===== src/gsp_pkg.sv =====
// Shared types, constants and lookup functions for the gas sensor ppm converter.
// Depends on nothing; every other file of the block imports it.
package gsp_pkg;

    localparam int ADC_BITS_DEF    = 12;
    localparam int CAL_SAMPLES_DEF = 100;

    // Shared divider: numerator and divisor widths.
    localparam int DIV_NW = 40;
    localparam int DIV_DW = 24;

    localparam logic [23:0] SAT24      = 24'hFFFFFF;
    localparam logic [24:0] PPM_MAX_Q4 = 25'd160000;
    // Offset of 4 in Q16 that turns log2(ppm) into log2(ppm in Q14.4).
    localparam logic [25:0] EXP_BIAS   = 26'd262144;

    // Configuration register indexes.
    localparam logic [2:0] CFG_VREF = 3'd0;
    localparam logic [2:0] CFG_FS   = 3'd1;
    localparam logic [2:0] CFG_RL   = 3'd2;
    localparam logic [2:0] CFG_CAF  = 3'd3;

    localparam logic [12:0] VREF_RST = 13'd3300;
    localparam logic [12:0] FS_RST   = 13'd4096;
    localparam logic [15:0] RL_RST   = 16'd2560;
    localparam logic [15:0] CAF_RST  = 16'd2534;

    // Result status codes.
    localparam logic [1:0] ST_OK      = 2'd0;
    localparam logic [1:0] ST_BAD_GAS = 2'd1;
    localparam logic [1:0] ST_RANGE   = 2'd2;
    localparam logic [1:0] ST_NO_BASE = 2'd3;

    typedef struct packed {
        logic [12:0] vref;
        logic [12:0] fs;
        logic [15:0] rl;
        logic [15:0] caf;
    } t_cfg;

    typedef struct packed {
        logic is_meas;
        logic gas_bad;
        logic gas_ch4;
    } t_item_ctl;

    // 2^(i/16) in Q16.
    function automatic logic [17:0] exp2_tab(input logic [4:0] idx);
        logic [17:0] v;
        case (idx)
            5'd0:    v = 18'd65536;
            5'd1:    v = 18'd68438;
            5'd2:    v = 18'd71468;
            5'd3:    v = 18'd74632;
            5'd4:    v = 18'd77936;
            5'd5:    v = 18'd81386;
            5'd6:    v = 18'd84990;
            5'd7:    v = 18'd88752;
            5'd8:    v = 18'd92682;
            5'd9:    v = 18'd96785;
            5'd10:   v = 18'd101070;
            5'd11:   v = 18'd105545;
            5'd12:   v = 18'd110218;
            5'd13:   v = 18'd115098;
            5'd14:   v = 18'd120194;
            5'd15:   v = 18'd125515;
            default: v = 18'd131072;
        endcase
        return v;
    endfunction

    // Slope 1/a in Q16 for carbon monoxide or methane.
    function automatic logic signed [18:0] coef_k1(input logic ch4);
        return ch4 ? -19'sd133747 : -19'sd97815;
    endfunction

    // Intercept -b*log2(10)/a in Q16.
    function automatic logic [19:0] coef_k0(input logic ch4);
        return ch4 ? 20'd693104 : 20'd402918;
    endfunction

endpackage


===== src/gsp_front.sv =====
// Input side: accepts samples, classifies them and queues them for the back end.
// Depends on gsp_pkg for the item control struct.
module gsp_front import gsp_pkg::*; #(
    parameter int ADC_BITS = ADC_BITS_DEF
) (
    input  logic                i_clk,
    input  logic                i_rst_n,
    input  logic                i_valid,
    output logic                o_ready,
    input  logic                i_action,
    input  logic [ADC_BITS-1:0] i_adc_sample,
    input  logic [1:0]          i_gas_select,
    input  logic                i_pop,
    output logic                o_avail,
    output t_item_ctl           o_item,
    output logic [ADC_BITS-1:0] o_adc
);

    t_item_ctl           r_ctl [2];
    logic [ADC_BITS-1:0] r_adc [2];
    logic                r_wptr;
    logic                r_rptr;
    logic [1:0]          r_cnt;

    logic push;
    logic pop;

    assign o_ready = r_cnt != 2'd2;
    assign o_avail = r_cnt != 2'd0;
    assign push    = i_valid && o_ready;
    assign pop     = i_pop && o_avail;

    always_ff @(posedge i_clk) begin
        if (!i_rst_n) begin
            r_wptr <= 1'b0;
            r_rptr <= 1'b0;
            r_cnt  <= 2'd0;
        end else begin
            if (push) begin
                r_ctl[r_wptr] <= '{is_meas: i_action, gas_bad: i_gas_select[1],
                                   gas_ch4: i_gas_select[0]};
                r_adc[r_wptr] <= i_adc_sample;
                r_wptr        <= ~r_wptr;
            end
            if (pop) begin
                r_rptr <= ~r_rptr;
            end
            r_cnt <= r_cnt + {1'b0, push} - {1'b0, pop};
        end
    end

    assign o_item = r_ctl[r_rptr];
    assign o_adc  = r_adc[r_rptr];

endmodule


===== config.mk =====
export PLATFORM = sky130hd
export DESIGN_NAME = gsp_front
export DESIGN_NICKNAME = d
export VERILOG_FILES = /design/src/gsp_pkg.sv /design/src/gsp_front.sv
export SDC_FILE = /design/constraint.sdc
export NUM_CORES = 1
export LEC_CHECK = 0
export BUFFER_PORTS_ARGS = -buffer_cell sky130_fd_sc_hd__buf_2
export CORE_MARGIN = 2
export CORE_UTILIZATION = 35
export DETAILED_ROUTE_END_ITERATION = 16
export SLEW_MARGIN = 10
export SYNTH_ARGS = -nofsm -noshare
export SYNTH_HDL_FRONTEND = slang
export SYNTH_SLANG_ARGS = --single-unit

===== constraint.sdc =====
create_clock -name i_clk -period 3.9 [get_ports i_clk]
set_input_delay 0.39 -clock i_clk [delete_from_list [all_inputs] [get_ports i_clk]]
set_output_delay 0.39 -clock i_clk [all_outputs]
set_load 0.05 [all_outputs]

==> results of run 1 <==
## cell usage in the layout (no fill, tap or decap), drive strengths merged
| cell type | n |
|---|---|
| buf | 36 |
| edfxtp | 30 |
| mux2 | 15 |
| clkbuf | 6 |
| dfxtp | 5 |
| xnor2 | 3 |
| and2 | 3 |
| inv | 2 |
| nor2b | 2 |
| ha | 2 |
| o21a | 1 |
| or2 | 1 |
| nand2b | 1 |
| and3 | 1 |
| nand3 | 1 |
| nor2 | 1 |
| nand2 | 1 |
| o22ai | 1 |
| clkinv | 1 |
| clkinvlp | 1 |
## final timing paths
check / end / slack, ns / start / cells after the start
hold reg to reg: r_wptr$_SDFFE_PN0P_ / 0.50 / r_wptr$_SDFFE_PN0P_ / 2
setup / recovery: o_adc[11] / 1.74 / flop / 2
setup reg to reg: r_adc[0][9]$_DFFE_PP_ / 2.19 / r_cnt[0]$_SDFF_PN0_ / 4
hold / removal: r_adc[1][11]$_DFFE_PP_ / 0.29 / i_adc_sample[11] / 1
## registers in the layout (all words and copies together), names as in the netlist, named ones only
signal  cells
r_adc      24
r_ctl       6
r_cnt       2
r_rptr      1
r_wptr      1
## worst max-delay path, cell delays in order, from the launching register on
cell	delay [ns]
dfxtp_1	0.86
mux2_2	0.41
buf_2	0.21
## through the flow
stage,power [mW],setup slack (ns)
6_report,1.123,1.743
3_5_place_dp,0.8919,1.995
5_1_grt,1.184,1.594
2_1_floorplan,0.8321,1.860
4_1_cts,1.140,1.687
3_3_place_gp,0.8836,2.022
## cell type report
cell class	instances	share of cell area (%)
Clock inverter	2	0.7474
Clock buffer	6	4.335
Inverter	2	0.4484
Timing Repair Buffer	36	10.91
Multi-Input combinational cell	33	20.18
Tap cell	48	3.587
Sequential cell	35	59.79
## cells in the mapped netlist, types with 2 or more instances
cell | number | area [um^2]
xnor2_1 | 3 | 26.28
ha_1 | 2 | 25.02
dfxtp_1 | 5 | 100.1
nor2b_1 | 2 | 12.51
mux2_4 | 10 | 150.1
and2_1 | 2 | 12.51
inv_1 | 2 | 7.510
mux2_2 | 5 | 56.30
edfxtp_1 | 30 | 900.9
## kinds of logic (layout without fill, tap and decap cells)
| kind of cell | Yosys count | count (layout) | synth area share, % |
|---|---|---|---|
| buffers and inverters | 4 | 46 | 2.816 |
| AO/OA/AOI/OAI | 2 | 2 | 1.090 |
| AND/OR/NAND/NOR | 11 | 11 | 4.723 |
| XOR/XNOR | 3 | 3 | 1.908 |
| multiplexers | 15 | 15 | 14.99 |
| flip-flops | 35 | 35 | 72.66 |
| adder cells (fa/ha/maj) | 2 | 2 | 1.816 |
## per-layer routing
layer / vias up / routed length [um] / GRT usage, %
met1: 332 / 819 / 12.11
met5: - / 0 / 0
met4: 0 / 29 / 4.592
met2: 27 / 990 / 16.88
met3: 5 / 173 / 5.574
li1: 349 / - / -
## power by group
group	total [mW]	switching, mW	leakage [nW]	internal (mW)
clock	0.247	0.122	0.0412	0.125
sequential	0.491	0.0398	0.316	0.451
combinational	0.385	0.243	0.299	0.142
total	1.12	0.406	0.657	0.717
==> results.cfg, run 1 <==
[logic_synthesis]
synth.yosys.warnings = 0
synth_area_um2 = 1378
synth.distinct_cells = 20
synthArstFlopShare_pct = 0
postSynthAreaPerCell_um2 = 19.13
synth-edff-count = 30
synth_cells = 72
synth_nets = 93
synthFlopType = edfxtp_1
ys_seq_area_share_pct = 72.66
yosys_register_bits = 35

[setup_path]
cp.arrival_ns = 1.77
cp.required_ns = 3.51
path_class = reg -> out
startpoint_type = flop
critPathMaxFanout = 15
end_kind = output pin

[pwr]
p_leak_nw = 0.6568
vdd_drop_max_v = 0.0003302
p_per_area_nw_per_um2 = 670.6

[job]
max-cap-violations = 0

[floorplanning]
initial_core_util_pct = 37.07
core_area_um2 = 3716
die_w_um = 66.74
rows = 22
fp.dieH_um = 66.74
die_area_um2 = 4454
num_io_pins = 36

[sta]
tightest_slew_ns = 0.8223
hold_viol = 0
setup_violations = 0
fmaxAchievable_ghz = 0.4637
final.setup.tns_ns = 0
rsz0062_at_grt = false
period_share_pct = 55.30
slew_viol_final = 0
finalCriticalPeriod_ns = 2.157
skew_ns = 0.006739
relSlewSlack_pct = 45.10
whs_ns = 0.2895

[placed_design]
hpwl_um = 1410
placed_cell_area_um2 = 1589
gp_congestion = 0.6090
dp.cells = 154
port_buffers = 35

[clocking]
post-cts-setup-buffers = 0
cts.path.max_buffers = 2
clockRootBuffer = clkbuf_8
clkSinkCount = 35
cts-buffers-inserted = 5
cts.clk_slew.worst_paths_ns = 0.07
cts_tree = done
clock_latency_ns = 0.28
ctsResizeCount = 0
h-tree-depth = 2
cts_hold_buf = 0

[global_route]
grt_pass1_vias = 730
grt_pass1_wl_um = 3318
grt_remaining_overflow = 0
grt.total_usage_pct = 10.71
grt_max_degree = 16
antenna_found_initial = 0

[route]
via_per_inst = 4.401
final_antenna_net_count = 0
drt_iter0_markers = 18
drc_errors = 0
drt-total-wl_um = 2013
first_pass_iters = 4
wl_per_cell_um = 12.43
num_vias = 713

[finish]
stdcell_count = 162
multi_input_area_um2 = 337.8
fill_cells = 343
antenna_cells = 0
drive_gt1_share_pct = 53.51
areaGrowthSynthToFinish_pct = 21.53
seq_area_um2 = 1001
layout.nets = 134
final_cell_area_um2 = 1674
final_util_pct = 45.05

[worst_hold_path]
min_path_type = in -> reg

[outcome]
status = completed
Note: power is estimated with default switching activity, not from simulation.
==> run 2: changes to the inputs <==
Clock period 3.9 ns to 1.7 ns, I/O delays scaled along.
==> run 2 against run 1 <==
Effect of this change: wire length grew 2.6%; non-clock buffer count grew 6; register-to-register slack lost 2.1 ns; combinational power grew to 2.7 times the previous value; clock skew shrank 0.0024 ns; final cell count grew 3.7%; sequential power grew 120%; critical path depth grew 7; final area grew 4.5%; power grew 140%; largest power group unchanged; highest routed layer unchanged; global-route usage shrank 0.099 points.
==> results.cfg, run 2 (synthesis gave the netlist of run 1 again) <==
[outcome]
status = completed

[setup_path]
startpoint_type = flop
cp_slowest_cell = dfxtp_4
crit_family = adder cells
cp.arrival_ns = 1.79
cp.required_ns = 1.87
critPathMaxFanout = 4
crit_path_max_incr_delay_ns = 0.36
end_kind = flop
crit_buf_inv = 2
path_class = reg -> reg
cpMostUsedCell = inv_1
path_cells = nand2b_4, and2_4, inv_1, ha_1, inv_1, ha_4, xnor2_2, xnor2_1, and2_1

[floorplanning]
initial_core_util_pct = 37.07
num_io_pins = 36
fp.dieH_um = 66.74
die_w_um = 66.74
die_area_um2 = 4454
core_area_um2 = 3716
rows = 22

[finish]
top_register = r_adc
layout.nets = 140
final_common_cell = buf_2
areaGrowthSynthToFinish_pct = 26.98
reg_top3 = r_adc (24), r_ctl (6), r_cnt (2)
largest_reg_flops = 24
final_cell_mix = buf_2, edfxtp_1, mux2_4
drive_gt1_share_pct = 59.17
antenna_cells = 0

[route]
first_pass_iters = 3
num_vias = 745
final_antenna_net_count = 0
drt_iter0_markers = 15
drc_errors = 0
via_per_inst = 4.435
wl_per_cell_um = 12.29
drt-total-wl_um = 2065

[sta]
finalCriticalPeriod_ns = 1.621
hold_viol = 0
skew_ns = 0.004375
setup_ws_ns = 0.07913
relSlewSlack_pct = 82.23
fmaxAchievable_ghz = 0.6170
slew_viol_final = 0
tightest_slew_ns = 0.2683
setup_violations = 0
period_share_pct = 95.35
final.setup.tns_ns = 0

[global_route]
grt_most_used_layer = met2
grt_pass1_vias = 724
grt.total_usage_pct = 10.61
use_met1_pct = 12.57
globalRouteMet3Util_pct = 4.054
met2_usage_pct = 16.00
grt_remaining_overflow = 0
grt_pass1_wl_um = 3270
grt_max_degree = 16
antenna_found_initial = 0

[worst_hold_path]
min_path_type = in -> reg

[placed_design]
gp_congestion = 0.5798
port_buffers = 35
place_ws_ns = 0.03075
hpwl_um = 1487

[clocking]
clock_latency_ns = 0.27
cts_tree = done
cts.path.max_buffers = 2
clkSinkCount = 35
cts.clk_slew.worst_paths_ns = 0.06
h-tree-depth = 2
clockRootBuffer = clkbuf_8
cts-buffers-inserted = 5

[pwr]
p_per_area_nw_per_um2 = 1523
vdd_drop_max_v = 0.0006638
p_leak_nw = 0.6926

[job]
max-cap-violations = 0
==> run 2: stage by stage <==
step / instances / power [mW] / hold WS, ns / instance area [um^2] / util [%]
floorplan: 72 / 1.931 / 0.2689 / 1391 / -
global placement: 158 / 2.075 / 0.3593 / 1633 / 43.94
detailed placement: 158 / 2.093 / 0.3613 / 1633 / 43.94
CTS: 166 / 2.638 / 0.06919 / 1713 / 46.09
global route: 168 / 2.818 / 0.06548 / 1749 / 47.07
finish: 168 / 2.664 / 0.08261 / 1749 / 47.07
==> run 2: routing by layer <==
metal / routed length [um] / vias up
met5: 0 / -
met3: 161 / 6
li1: - / 361
met2: 960 / 27
met1: 902 / 351
met4: 41 / 0
==> run 2: layout make-up <==
type / instances / area [um^2]
clock inverter: 2 / 7.507
multi-input combinational: 33 / 367.9
clock buffer: 6 / 72.57
inverter: 2 / 7.507
sequential: 35 / 1006
fill: 328 / 1967
tap: 48 / 60.06
timing repair buffer: 42 / 227.7
==> run 2: timing repair <==
action | 4_1_cts | 5_1_grt
hold buffers | 0 | 0
hold endpoints to repair | 0 | 0
endpoints found under the setup margin | 0 | 1
buffers inserted | 0 | 2
resized for setup | 0 | 4
==> run 2: power by group <==
group | switching, mW | internal, mW
Sequential | 0.0508 | 1.04
Combinational | 0.637 | 0.398
Clock | 0.257 | 0.279
Total | 0.944 | 1.72
==> run 2: final timing paths <==
| path | cells after the start | to | from | slack (ns) |
|---|---|---|---|---|
| setup / recovery | 9 | r_cnt[1]$_SDFF_PN0_ | r_cnt[0]$_SDFF_PN0_ | 0.08 |
| hold / removal | 1 | r_ctl[1][1]$_DFFE_PP_ | i_gas_select[1] | 0.08 |
| setup reg to reg | 9 | r_cnt[1]$_SDFF_PN0_ | r_cnt[0]$_SDFF_PN0_ | 0.08 |
| hold reg to reg | 2 | r_wptr$_SDFFE_PN0P_ | r_wptr$_SDFFE_PN0P_ | 0.52 |
==> run 2: worst reg2reg max path, cell delays in order, from the launching register on <==
cell and delay, ns:
dfxtp_4 0.36, nand2b_4 0.12, and2_4 0.14, inv_1 0.04
ha_1 0.25, inv_1 0.06, ha_4 0.16, xnor2_2 0.13
xnor2_1 0.11, and2_1 0.14
