**config.mk**
```make
export PLATFORM = sky130hd
export DESIGN_NAME = gsp_back
export DESIGN_NICKNAME = d
export VERILOG_FILES = /design/src/gsp_pkg.sv /design/src/gsp_div.sv /design/src/gsp_back.sv
export SDC_FILE = /design/constraint.sdc
export NUM_CORES = 2
export LEC_CHECK = 0
export BUFFER_PORTS_ARGS = -buffer_cell sky130_fd_sc_hd__buf_4
export CAP_MARGIN = 20
export CORE_AREA = 2 2 370 372
export CTS_CLUSTER_DIAMETER = 40
export DETAILED_ROUTE_END_ITERATION = 16
export DIE_AREA = 0 0 372 374
export GPL_TIMING_DRIVEN = 0
export PLACE_DENSITY_LB_ADDON = 0.15
export SYNTH_ARGS = -nofsm -noshare
export SYNTH_HDL_FRONTEND = slang
export SYNTH_SLANG_ARGS = --single-unit
```
**constraint.sdc**
```tcl
create_clock -name i_clk -period 11.94 [get_ports i_clk]
set_clock_uncertainty 0.05 [all_clocks]
set_input_delay 0.597 -clock i_clk [delete_from_list [all_inputs] [get_ports i_clk]]
set_output_delay 0.597 -clock i_clk [all_outputs]
set_load 0.05 [all_outputs]
```
**src/gsp_pkg.sv**
```systemverilog
// Shared types, constants and lookup functions for the gas sensor ppm converter.
// Depends on nothing; every other file of the block imports it.
package gsp_pkg;

    localparam int ADC_BITS_DEF    = 12;
    localparam int CAL_SAMPLES_DEF = 100;

    // Shared divider: numerator and divisor widths.
    localparam int DIV_NW = 40;
    localparam int DIV_DW = 24;

    localparam logic [23:0] SAT24      = 24'hFFFFFF;
    localparam logic [24:0] PPM_MAX_Q4 = 25'd160000;
    // Offset of 4 in Q16 that turns log2(ppm) into log2(ppm in Q14.4).
    localparam logic [25:0] EXP_BIAS   = 26'd262144;

    // Configuration register indexes.
    localparam logic [2:0] CFG_VREF = 3'd0;
    localparam logic [2:0] CFG_FS   = 3'd1;
    localparam logic [2:0] CFG_RL   = 3'd2;
    localparam logic [2:0] CFG_CAF  = 3'd3;

    localparam logic [12:0] VREF_RST = 13'd3300;
    localparam logic [12:0] FS_RST   = 13'd4096;
    localparam logic [15:0] RL_RST   = 16'd2560;
    localparam logic [15:0] CAF_RST  = 16'd2534;

    // Result status codes.
    localparam logic [1:0] ST_OK      = 2'd0;
    localparam logic [1:0] ST_BAD_GAS = 2'd1;
    localparam logic [1:0] ST_RANGE   = 2'd2;
    localparam logic [1:0] ST_NO_BASE = 2'd3;

    typedef struct packed {
        logic [12:0] vref;
        logic [12:0] fs;
        logic [15:0] rl;
        logic [15:0] caf;
    } t_cfg;

    typedef struct packed {
        logic is_meas;
        logic gas_bad;
        logic gas_ch4;
    } t_item_ctl;

    // 2^(i/16) in Q16.
    function automatic logic [17:0] exp2_tab(input logic [4:0] idx);
        logic [17:0] v;
        case (idx)
            5'd0:    v = 18'd65536;
            5'd1:    v = 18'd68438;
            5'd2:    v = 18'd71468;
            5'd3:    v = 18'd74632;
            5'd4:    v = 18'd77936;
            5'd5:    v = 18'd81386;
            5'd6:    v = 18'd84990;
            5'd7:    v = 18'd88752;
            5'd8:    v = 18'd92682;
            5'd9:    v = 18'd96785;
            5'd10:   v = 18'd101070;
            5'd11:   v = 18'd105545;
            5'd12:   v = 18'd110218;
            5'd13:   v = 18'd115098;
            5'd14:   v = 18'd120194;
            5'd15:   v = 18'd125515;
            default: v = 18'd131072;
        endcase
        return v;
    endfunction

    // Slope 1/a in Q16 for carbon monoxide or methane.
    function automatic logic signed [18:0] coef_k1(input logic ch4);
        return ch4 ? -19'sd133747 : -19'sd97815;
    endfunction

    // Intercept -b*log2(10)/a in Q16.
    function automatic logic [19:0] coef_k0(input logic ch4);
        return ch4 ? 20'd693104 : 20'd402918;
    endfunction

endpackage

```
**src/gsp_div.sv**
```systemverilog
// Restoring divider, one quotient bit per cycle, shared by all divisions.
// Depends on gsp_pkg for the default widths.
module gsp_div import gsp_pkg::*; #(
    parameter int NW = DIV_NW,
    parameter int DW = DIV_DW
) (
    input  logic          i_clk,
    input  logic          i_rst_n,
    input  logic          i_start,
    input  logic [NW-1:0] i_num,
    input  logic [DW-1:0] i_den,
    output logic          o_done,
    output logic [NW-1:0] o_quo
);

    localparam int CW = $clog2(NW + 1);

    logic          r_busy;
    logic [CW-1:0] r_cnt;
    logic [NW-1:0] r_num;
    logic [NW-1:0] r_quo;
    logic [DW-1:0] r_rem;
    logic [DW-1:0] r_den;
    logic          r_done;

    logic [DW:0] rem_sh;
    logic        take;

    assign rem_sh = {r_rem, r_num[NW-1]};
    assign take   = rem_sh >= {1'b0, r_den};

    always_ff @(posedge i_clk) begin
        if (!i_rst_n) begin
            r_busy <= 1'b0;
            r_done <= 1'b0;
            r_cnt  <= '0;
        end else begin
            r_done <= 1'b0;
            if (i_start) begin
                r_busy <= 1'b1;
                r_cnt  <= CW'(NW);
                r_num  <= i_num;
                r_den  <= i_den;
                r_rem  <= '0;
                r_quo  <= '0;
            end else if (r_busy) begin
                r_num <= {r_num[NW-2:0], 1'b0};
                r_quo <= {r_quo[NW-2:0], take};
                r_rem <= take ? DW'(rem_sh - {1'b0, r_den}) : DW'(rem_sh);
                r_cnt <= r_cnt - 1'b1;
                if (r_cnt == CW'(1)) begin
                    r_busy <= 1'b0;
                    r_done <= 1'b1;
                end
            end
        end
    end

    assign o_done = r_done;
    assign o_quo  = r_quo;

endmodule

```
**src/gsp_back.sv**
```systemverilog
// Back end sequencer: resistance, calibration, ratio, log2 and exp2 steps.
// Depends on gsp_pkg and instantiates the shared divider gsp_div.
module gsp_back import gsp_pkg::*; #(
    parameter int ADC_BITS    = ADC_BITS_DEF,
    parameter int CAL_SAMPLES = CAL_SAMPLES_DEF
) (
    input  logic                i_clk,
    input  logic                i_rst_n,
    input  t_cfg                i_cfg,
    input  logic                i_avail,
    input  t_item_ctl           i_item,
    input  logic [ADC_BITS-1:0] i_adc,
    output logic                o_pop,
    output logic                o_valid,
    input  logic                i_ready,
    output logic [23:0]         o_resistance_q8,
    output logic [23:0]         o_ratio_q16,
    output logic [17:0]         o_ppm_q4,
    output logic                o_calibration_done,
    output logic [1:0]          o_status
);

    localparam int CNT_W = $clog2(CAL_SAMPLES + 1);
    localparam int VPW   = ADC_BITS + 13;

    // Reciprocal of the calibration count: floor(x / N) = (x * M) >> (32 + L) for any
    // 32-bit x, with L = ceil(log2(N)) and M = ceil(2^(32+L) / N), which fits 33 bits.
    localparam int          REC_L    = $clog2(CAL_SAMPLES);
    localparam longint      REC_M    = ((longint'(1) << (32 + REC_L))
                                       + longint'(CAL_SAMPLES) - longint'(1))
                                       / longint'(CAL_SAMPLES);
    localparam logic [15:0] REC_M_LO = 16'(REC_M);
    localparam logic [16:0] REC_M_HI = 17'(REC_M >> 16);

    typedef enum logic [4:0] {
        S_IDLE, S_VMUL, S_VDIV, S_VWAIT, S_RMUL, S_RDIV, S_RWAIT, S_POST,
        S_AMLO, S_AMHI, S_ODIV, S_OWAIT, S_QDIV, S_QWAIT, S_LNORM, S_LSQ,
        S_KMUL, S_EADD, S_EINT, S_ESHF, S_OUT
    } t_state;

    t_state              r_state;
    t_item_ctl           r_ctl;
    logic [ADC_BITS-1:0] r_adc;
    logic [DIV_NW-1:0]   r_mul;
    logic [16:0]         r_v10;
    logic [23:0]         r_rs;
    logic [23:0]         r_ratio;
    logic [17:0]         r_ppm;
    logic                r_done;
    logic [1:0]          r_status;
    logic [31:0]         r_sum;
    logic [CNT_W-1:0]    r_cnt;
    logic [23:0]         r_ro;
    logic                r_bvalid;
    logic [47:0]         r_acc;
    logic [48:0]         r_ahi;
    logic [31:0]         r_avg;
    logic [23:0]         r_lx;
    logic [4:0]          r_p;
    logic [16:0]         r_m;
    logic [15:0]         r_frac;
    logic [3:0]          r_it;
    logic signed [39:0]  r_kprod;
    logic [25:0]         r_f;
    logic [17:0]         r_em;
    logic                r_o_valid;
    logic [23:0]         r_o_rs;
    logic [23:0]         r_o_ratio;
    logic [17:0]         r_o_ppm;
    logic                r_o_done;
    logic [1:0]          r_o_status;

    logic                div_start;
    logic [DIV_NW-1:0]   div_num;
    logic [DIV_DW-1:0]   div_den;
    logic                div_done;
    logic [DIV_NW-1:0]   div_quo;
    logic [23:0]         q_sat;
    logic [12:0]         fs_eff;
    logic [15:0]         caf_eff;
    logic [16:0]         vref10;
    logic [DIV_NW-1:0]   v10_eff;
    logic [VPW-1:0]      vprod;
    logic [32:0]         rprod;
    logic [32:0]         sum_ext;
    logic [31:0]         sum_new;
    logic [CNT_W-1:0]    cnt_new;
    logic [47:0]         amul_lo;
    logic [48:0]         amul_hi;
    logic [64:0]         acc_sum;
    logic [31:0]         avg_q;
    logic [33:0]         sq;
    logic signed [18:0]  k1;
    logic signed [20:0]  lval;
    logic [4:0]          lint;
    logic signed [39:0]  kprod;
    logic [17:0]         ex_lo;
    logic [17:0]         ex_hi;
    logic [17:0]         ex_diff;
    logic [24:0]         iprod;
    logic [40:0]         shv;
    logic [24:0]         vv;

    assign fs_eff  = (i_cfg.fs == '0) ? 13'd1 : i_cfg.fs;
    assign caf_eff = (i_cfg.caf == '0) ? 16'd1 : i_cfg.caf;
    assign vref10  = ({4'b0, i_cfg.vref} << 3) + ({4'b0, i_cfg.vref} << 1);
    assign q_sat   = (div_quo[DIV_NW-1:24] != '0) ? SAT24 : div_quo[23:0];
    assign v10_eff = (div_quo == '0) ? DIV_NW'(1) : div_quo;
    assign vprod   = VPW'(r_adc) * VPW'(i_cfg.vref);
    assign rprod   = 33'(vref10 - r_v10) * 33'(i_cfg.rl);
    assign sum_ext = {1'b0, r_sum} + 33'(r_rs);
    assign sum_new = sum_ext[32] ? 32'hFFFFFFFF : sum_ext[31:0];
    assign cnt_new = r_cnt + 1'b1;
    assign amul_lo = 48'(r_sum) * 48'(REC_M_LO);
    assign amul_hi = 49'(r_sum) * 49'(REC_M_HI);
    assign acc_sum = 65'(r_acc) + {r_ahi, 16'b0};
    assign avg_q   = 32'(acc_sum >> (32 + REC_L));
    assign sq      = 34'(r_m) * 34'(r_m);
    assign k1      = coef_k1(r_ctl.gas_ch4);
    assign lint    = r_p - 5'd16;
    assign lval    = {lint, r_frac};
    assign kprod   = 40'(k1) * 40'(lval);
    assign ex_lo   = exp2_tab({1'b0, r_f[15:12]});
    assign ex_hi   = exp2_tab({1'b0, r_f[15:12]} + 5'd1);
    assign ex_diff = ex_hi - ex_lo;
    assign iprod   = 25'(ex_diff[12:0]) * 25'(r_f[11:0]);
    assign shv     = (41'(r_em) << r_f[20:16]) >> 16;
    assign vv      = shv[24:0];

    assign div_start = (r_state == S_VDIV) || (r_state == S_RDIV)
                    || (r_state == S_ODIV) || (r_state == S_QDIV);

    always_comb begin
        div_num = '0;
        div_den = DIV_DW'(1);
        unique case (r_state)
            S_VDIV: begin
                div_num = (r_mul << 3) + (r_mul << 1);
                div_den = DIV_DW'(fs_eff);
            end
            S_RDIV: begin
                div_num = r_mul;
                div_den = DIV_DW'(r_v10);
            end
            S_ODIV: begin
                div_num = {r_avg, 8'b0};
                div_den = DIV_DW'(caf_eff);
            end
            S_QDIV: begin
                div_num = {r_rs, 16'b0};
                div_den = r_ro;
            end
            default: begin
                div_num = '0;
                div_den = DIV_DW'(1);
            end
        endcase
    end

    gsp_div #(
        .NW(DIV_NW),
        .DW(DIV_DW)
    ) u_div (
        .i_clk  (i_clk),
        .i_rst_n(i_rst_n),
        .i_start(div_start),
        .i_num  (div_num),
        .i_den  (div_den),
        .o_done (div_done),
        .o_quo  (div_quo)
    );

    assign o_pop = (r_state == S_IDLE) && i_avail;

    always_ff @(posedge i_clk) begin
        if (!i_rst_n) begin
            r_state   <= S_IDLE;
            r_sum     <= '0;
            r_cnt     <= '0;
            r_ro      <= '0;
            r_bvalid  <= 1'b0;
            r_o_valid <= 1'b0;
        end else begin
            // In S_OUT the output register is reloaded below whenever i_ready is high.
            if (i_ready && (r_state != S_OUT)) begin
                r_o_valid <= 1'b0;
            end
            unique case (r_state)
                S_IDLE: begin
                    if (i_avail) begin
                        r_ctl    <= i_item;
                        r_adc    <= i_adc;
                        r_rs     <= '0;
                        r_ratio  <= '0;
                        r_ppm    <= '0;
                        r_done   <= 1'b0;
                        r_status <= ST_OK;
                        r_state  <= S_VMUL;
                    end
                end
                S_VMUL: begin
                    r_mul   <= DIV_NW'(vprod);
                    r_state <= S_VDIV;
                end
                S_VDIV: r_state <= S_VWAIT;
                S_VWAIT: begin
                    if (div_done) begin
                        if (v10_eff >= DIV_NW'(vref10)) begin
                            r_state <= S_POST;
                        end else begin
                            r_v10   <= 17'(v10_eff);
                            r_state <= S_RMUL;
                        end
                    end
                end
                S_RMUL: begin
                    r_mul   <= DIV_NW'(rprod);
                    r_state <= S_RDIV;
                end
                S_RDIV: r_state <= S_RWAIT;
                S_RWAIT: begin
                    if (div_done) begin
                        r_rs    <= q_sat;
                        r_state <= S_POST;
                    end
                end
                S_POST: begin
                    if (!r_ctl.is_meas) begin
                        r_sum <= sum_new;
                        r_cnt <= cnt_new;
                        r_state <= (cnt_new >= CNT_W'(CAL_SAMPLES)) ? S_AMLO : S_OUT;
                    end else if (r_bvalid) begin
                        r_state <= S_QDIV;
                    end else begin
                        r_status <= r_ctl.gas_bad ? ST_BAD_GAS : ST_NO_BASE;
                        r_state  <= S_OUT;
                    end
                end
                S_AMLO: begin
                    // Both partial products of the reciprocal multiply.
                    r_acc   <= amul_lo;
                    r_ahi   <= amul_hi;
                    r_state <= S_AMHI;
                end
                S_AMHI: begin
                    r_avg   <= avg_q;
                    r_state <= S_ODIV;
                end
                S_ODIV: r_state <= S_OWAIT;
                S_OWAIT: begin
                    if (div_done) begin
                        r_ro     <= (q_sat == '0) ? 24'd1 : q_sat;
                        r_bvalid <= 1'b1;
                        r_sum    <= '0;
                        r_cnt    <= '0;
                        r_done   <= 1'b1;
                        r_state  <= S_OUT;
                    end
                end
                S_QDIV: r_state <= S_QWAIT;
                S_QWAIT: begin
                    if (div_done) begin
                        r_ratio <= q_sat;
                        if (r_ctl.gas_bad) begin
                            r_status <= ST_BAD_GAS;
                            r_state  <= S_OUT;
                        end else if (q_sat == '0) begin
                            r_status <= ST_RANGE;
                            r_state  <= S_OUT;
                        end else begin
                            r_lx    <= q_sat;
                            r_p     <= 5'd23;
                            r_state <= S_LNORM;
                        end
                    end
                end
                S_LNORM: begin
                    // Shift until the leading one reaches the top bit.
                    if (r_lx[23]) begin
                        r_m     <= r_lx[23:7];
                        r_frac  <= '0;
                        r_it    <= 4'd15;
                        r_state <= S_LSQ;
                    end else begin
                        r_lx <= {r_lx[22:0], 1'b0};
                        r_p  <= r_p - 5'd1;
                    end
                end
                S_LSQ: begin
                    // One fraction bit of log2 per squaring.
                    if (sq[33]) begin
                        r_m          <= sq[33:17];
                        r_frac[r_it] <= 1'b1;
                    end else begin
                        r_m <= sq[32:16];
                    end
                    r_it <= r_it - 4'd1;
                    if (r_it == 4'd0) begin
                        r_state <= S_KMUL;
                    end
                end
                S_KMUL: begin
                    r_kprod <= kprod;
                    r_state <= S_EADD;
                end
                S_EADD: begin
                    r_f     <= 26'(r_kprod >>> 16) + 26'(coef_k0(r_ctl.gas_ch4)) + EXP_BIAS;
                    r_state <= S_EINT;
                end
                S_EINT: begin
                    // A negative exponent leaves ppm zero with status ok.
                    if (r_f[25]) begin
                        r_state <= S_OUT;
                    end else if (r_f[24:16] >= 9'd24) begin
                        r_status <= ST_RANGE;
                        r_state  <= S_OUT;
                    end else begin
                        r_em    <= ex_lo + 18'(iprod >> 12);
                        r_state <= S_ESHF;
                    end
                end
                S_ESHF: begin
                    if (vv > PPM_MAX_Q4) begin
                        r_status <= ST_RANGE;
                    end else begin
                        r_ppm <= vv[17:0];
                    end
                    r_state <= S_OUT;
                end
                S_OUT: begin
                    if (!r_o_valid || i_ready) begin
                        r_o_valid  <= 1'b1;
                        r_o_rs     <= r_rs;
                        r_o_ratio  <= r_ratio;
                        r_o_ppm    <= r_ppm;
                        r_o_done   <= r_done;
                        r_o_status <= r_status;
                        r_state    <= S_IDLE;
                    end
                end
                default: r_state <= S_IDLE;
            endcase
        end
    end

    assign o_valid            = r_o_valid;
    assign o_resistance_q8    = r_o_rs;
    assign o_ratio_q16        = r_o_ratio;
    assign o_ppm_q4           = r_o_ppm;
    assign o_calibration_done = r_o_done;
    assign o_status           = r_o_status;

endmodule

```
==> run summary <==
STATUS
--------------------------------------------------------------------------------
Outcome                                                             finished clean

DRT
--------------------------------------------------------------------------------
First-pass iteration count of the detailed router                              8
Total length of routed met3 wires                                        21.4 mm
Detailed Route WL                                                         241 mm
Via-per-instance ratio                                                      5.86
Uppermost layer routed                                                      met5
Initial DRC count                                                           5680
ANT nets after route                                                           0
Met2 WL post-DR                                                           112 mm
M1 WL                                                                    96.5 mm
DR WL/cell                                                               21.7 um
Count of unresolved DRC violations after routing                               0
Overall via count from detail_route                                        65155

FLOW RUN
--------------------------------------------------------------------------------
Max-capacitance violation count                                                0

STA
--------------------------------------------------------------------------------
# setup viols final                                                            0
Post-route clock period utilization                                        95.3%
Fmax                                                                    87.9 MHz
Least-Margin Pin Slew                                                    1.17 ns
Setup repair after global routing missed its margin                         true
Min Hold Slack                                                          0.107 ns
Relative slew margins                                                      21.2%
Max-slew violation count                                                       0
Hold violation count in the final report                                       0
Final critical-path required period                                     11.38 ns

CLOCK TREE
--------------------------------------------------------------------------------
Clock-pin slew on the worst setup and hold paths                         0.06 ns
Master cell of the clock root buffer                                sky130_fd_sc_hd__clkbuf_16
Number of clock sinks seen by CTS                                            661
CTS tree                                                                   built
Later-pin clock latency in the skew report                               0.72 ns
Clock H-tree levels                                                            3
Number of buffers between clock root and the deepest sink                      3
Number of clock buffers inserted by TritonCTS                                 98

GRT
--------------------------------------------------------------------------------
Number of global-route vias before repair                                  68423
Initial antenna violation count                                               12
Wire length of the first global-routing pass                              380 mm
Remaining Overflow, GRT                                                        0
Overall Global Routing Usage                                               35.7%
Maximum number of pins on one net before global-route repair                  38

PLACED DESIGN
--------------------------------------------------------------------------------
Number of placed instances with taps included                              10922
Detailed Place HPWL                                                       201 mm
Global placer's final weighted congestion                                   1.01
Buffers on Ports                                                             139

MIN PATH
--------------------------------------------------------------------------------
HP Class                                                            primary input to flop
Hold path depth                                                                1

SYNTHESIS
--------------------------------------------------------------------------------
Total number of yosys warnings                                                 0
Number of flops mapped to enable cells by yosys                              567
Cell with the most instances after synthesis                        sky130_fd_sc_hd__inv_1
Library cell with the largest summed area after synthesis           sky130_fd_sc_hd__fa_1
Post-synth top flop                                                 sky130_fd_sc_hd__edfxtp_1
Share of the yosys chip area belonging to registers                        21.4%
Ys async rst share                                                            0%
Netlist cell types                                                            91
Syn Inst Count                                                              8972
Synthesis-stage register bit count                                           661
Fraction of post-synthesis cell area in the top cell type by area          30.1%
Synth Area per Inst                                                     9.86 um2
Dominant cells by area after synthesis                              sky130_fd_sc_hd__fa_1 (30%), sky130_fd_sc_hd__edfxtp_1 (19%), sky130_fd_sc_hd__ha_1 (14%), sky130_fd_sc_hd__inv_1 (8.2%), sky130_fd_sc_hd__nand2_1 (3.4%)
Cell area after technology mapping                                     88400 um2
Most frequent cells after synthesis                                 sky130_fd_sc_hd__inv_1 (1942), sky130_fd_sc_hd__fa_1 (1328), sky130_fd_sc_hd__ha_1 (1012)

FINISH
--------------------------------------------------------------------------------
Fraction of the core area covered by cells at the end of the flow          71.1%
Proportion of layout cells with a drive suffix above 1                     4.74%
Area grow syn2layout                                                       8.44%
Footprint of the multi-input gates                                     61300 um2
Number of nets in the finished design                                      11675
Final cell count without fillers                                           11124
Layout filler cell count                                                   10265
Area taken by flip-flops and latches                                   18900 um2

SETUP PATH
--------------------------------------------------------------------------------
CP Data Required Time                                                   12.37 ns
Critical Path AT                                                        11.81 ns
WP buf/inv                                                                     8
Worst R2R Setup Slack                                                    0.60 ns
Startpoint types                                                    primary input
Critical path's largest stage delay                                      0.66 ns
Critical path's slowest cell                                        sky130_fd_sc_hd__fa_1
Most repeated library cell on the critical path                     sky130_fd_sc_hd__fa_1
Largest delay contributor family on the critical path                adder cells
Depth of the worst register-to-register path                                  47
Number of logic stages on the critical path including buffering               42
Critical path capture point type                                            flop
Launch instance of the worst register-to-register path                   r_f[12]
Reg2reg end                                                             r_em[16]
Crit-path max FO                                                              15
Type of the setup path with the least slack                         primary input to flop
Worst setup path startpoint                                            i_cfg[46]
Crit path capture                                                      r_mul[28]

FLOORPLAN
--------------------------------------------------------------------------------
Top-level port count                                                         148
Area enclosed by the die boundary                                     139000 um2
Floorplan Core Area                                                   135000 um2
Die X-Extent                                                              372 um
Std cell rows                                                                135
Initial Util                                                               65.5%
Overall die height                                                        374 um

==> flip-flops by register name, summed over array words and instances (netlist names), 26 cells and up <==
signal	cells
r_ahi	48
u_div.o_quo	40
u_div.r_num	40
r_mul	33
r_sum	32
r_acc	28
r_avg	26
r_f	26
==> cells in the final DEF, fill, tap and decap left out, types with 91 or more instances in the layout <==
master and n:
sky130_fd_sc_hd__clkbuf_16 101, sky130_fd_sc_hd__nand2_1 812, sky130_fd_sc_hd__edfxtp_1 567, sky130_fd_sc_hd__a21oi_1 304
sky130_fd_sc_hd__a21o_1 131, sky130_fd_sc_hd__dfxtp_1 94, sky130_fd_sc_hd__clkbuf_1 241, sky130_fd_sc_hd__o21ai_0 254
sky130_fd_sc_hd__xnor2_1 216, sky130_fd_sc_hd__buf_4 157, sky130_fd_sc_hd__xor2_1 113, sky130_fd_sc_hd__ha_1 1011
sky130_fd_sc_hd__and2_1 323, sky130_fd_sc_hd__fa_1 1328, sky130_fd_sc_hd__nor2_1 446, sky130_fd_sc_hd__inv_1 1941
sky130_fd_sc_hd__nand3_1 91
==> per-layer routing <==
metal | up-vias | GRT usage (%)
li1 | 29502 | -
met1 | 32432 | 47.7
met2 | 2663 | 56.8
met3 | 548 | 7.70
met4 | 10 | 14.5
met5 | - | 0
==> worst register-to-register path, delay by kind of cell (launching register included) <==
family | cells | cell delay, ns
AOI/OAI and AO/OA | 24 | 4.64
xor gates and xnor gates | 2 | 0.54
adders and majority gates | 9 | 3.66
buffers and inverters | 6 | 1.01
DFF | 1 | 0.54
and+or+nand+nor | 6 | 0.72
==> cell type report <==
class / count / share of cell area [%]
multi-input cells: 6097 / 63.9
flip-flops and latches: 661 / 19.7
inverters: 1943 / 7.61
clock buffers: 115 / 2.74
well taps: 1781 / 2.32
repair buffers: 189 / 1.71
plain buffers: 268 / 1.11
clock inverters: 68 / 0.839
diodes: 2 / 0.00522
==> worst min-delay path by stage <==
stage / start / to / slack [ns]
after global routing: i_item[1] / r_ctl[1] / 0.07
final: i_item[1] / r_ctl[1] / 0.11
after floorplan: r_done / o_calibration_done / 0.35
after detailed placement: r_ppm[5] / o_ppm_q4[5] / 0.36
after global placement: r_ratio[2] / o_ratio_q16[2] / 0.35
after CTS: i_item[1] / r_ctl[1] / 0.04
==> through the flow <==
| step | setup TNS (ns) | instance area (um2) | setup slack (ns) |
|---|---|---|---|
| after floorplan | 0 | 88400 | 1.71 |
| after global placement | -9.02 | 91700 | -1.39 |
| after detailed placement | -5.73 | 92200 | -1.04 |
| after CTS | 0 | 95800 | 0.143 |
| after global routing | -0.0131 | 95900 | -0.0108 |
| final | 0 | 95900 | 0.559 |
==> cell families (layout without fill, tap and decap cells) <==
family	after synthesis	count (layout)	synth area share [%]
other	2	6	0.00849
AOI/OAI and AO/OA	1212	1212	9.10
and+or+nand+nor	2129	2129	11.4
buffers and inverters	2216	2583	9.45
DFF	661	661	21.4
xor gates and xnor gates	331	331	3.28
adders and majority gates	2340	2340	44.4
muxes	81	81	1.03
==> repair_timing <==
| action | 4_1_cts | 5_1_grt |
|---|---|---|
| pin swaps | 0 | 1 |
| setup buffers | 0 | 5 |
| hold buffers | 13 | 0 |
| endpoints found under the setup margin | 5 | 19 |
| gates resized for setup | 2 | 29 |
| hold endpoints to repair | 13 | 0 |
Power is not shown: default switching activity piles up to over one toggle a cycle in this logic, so the estimate is an artifact.
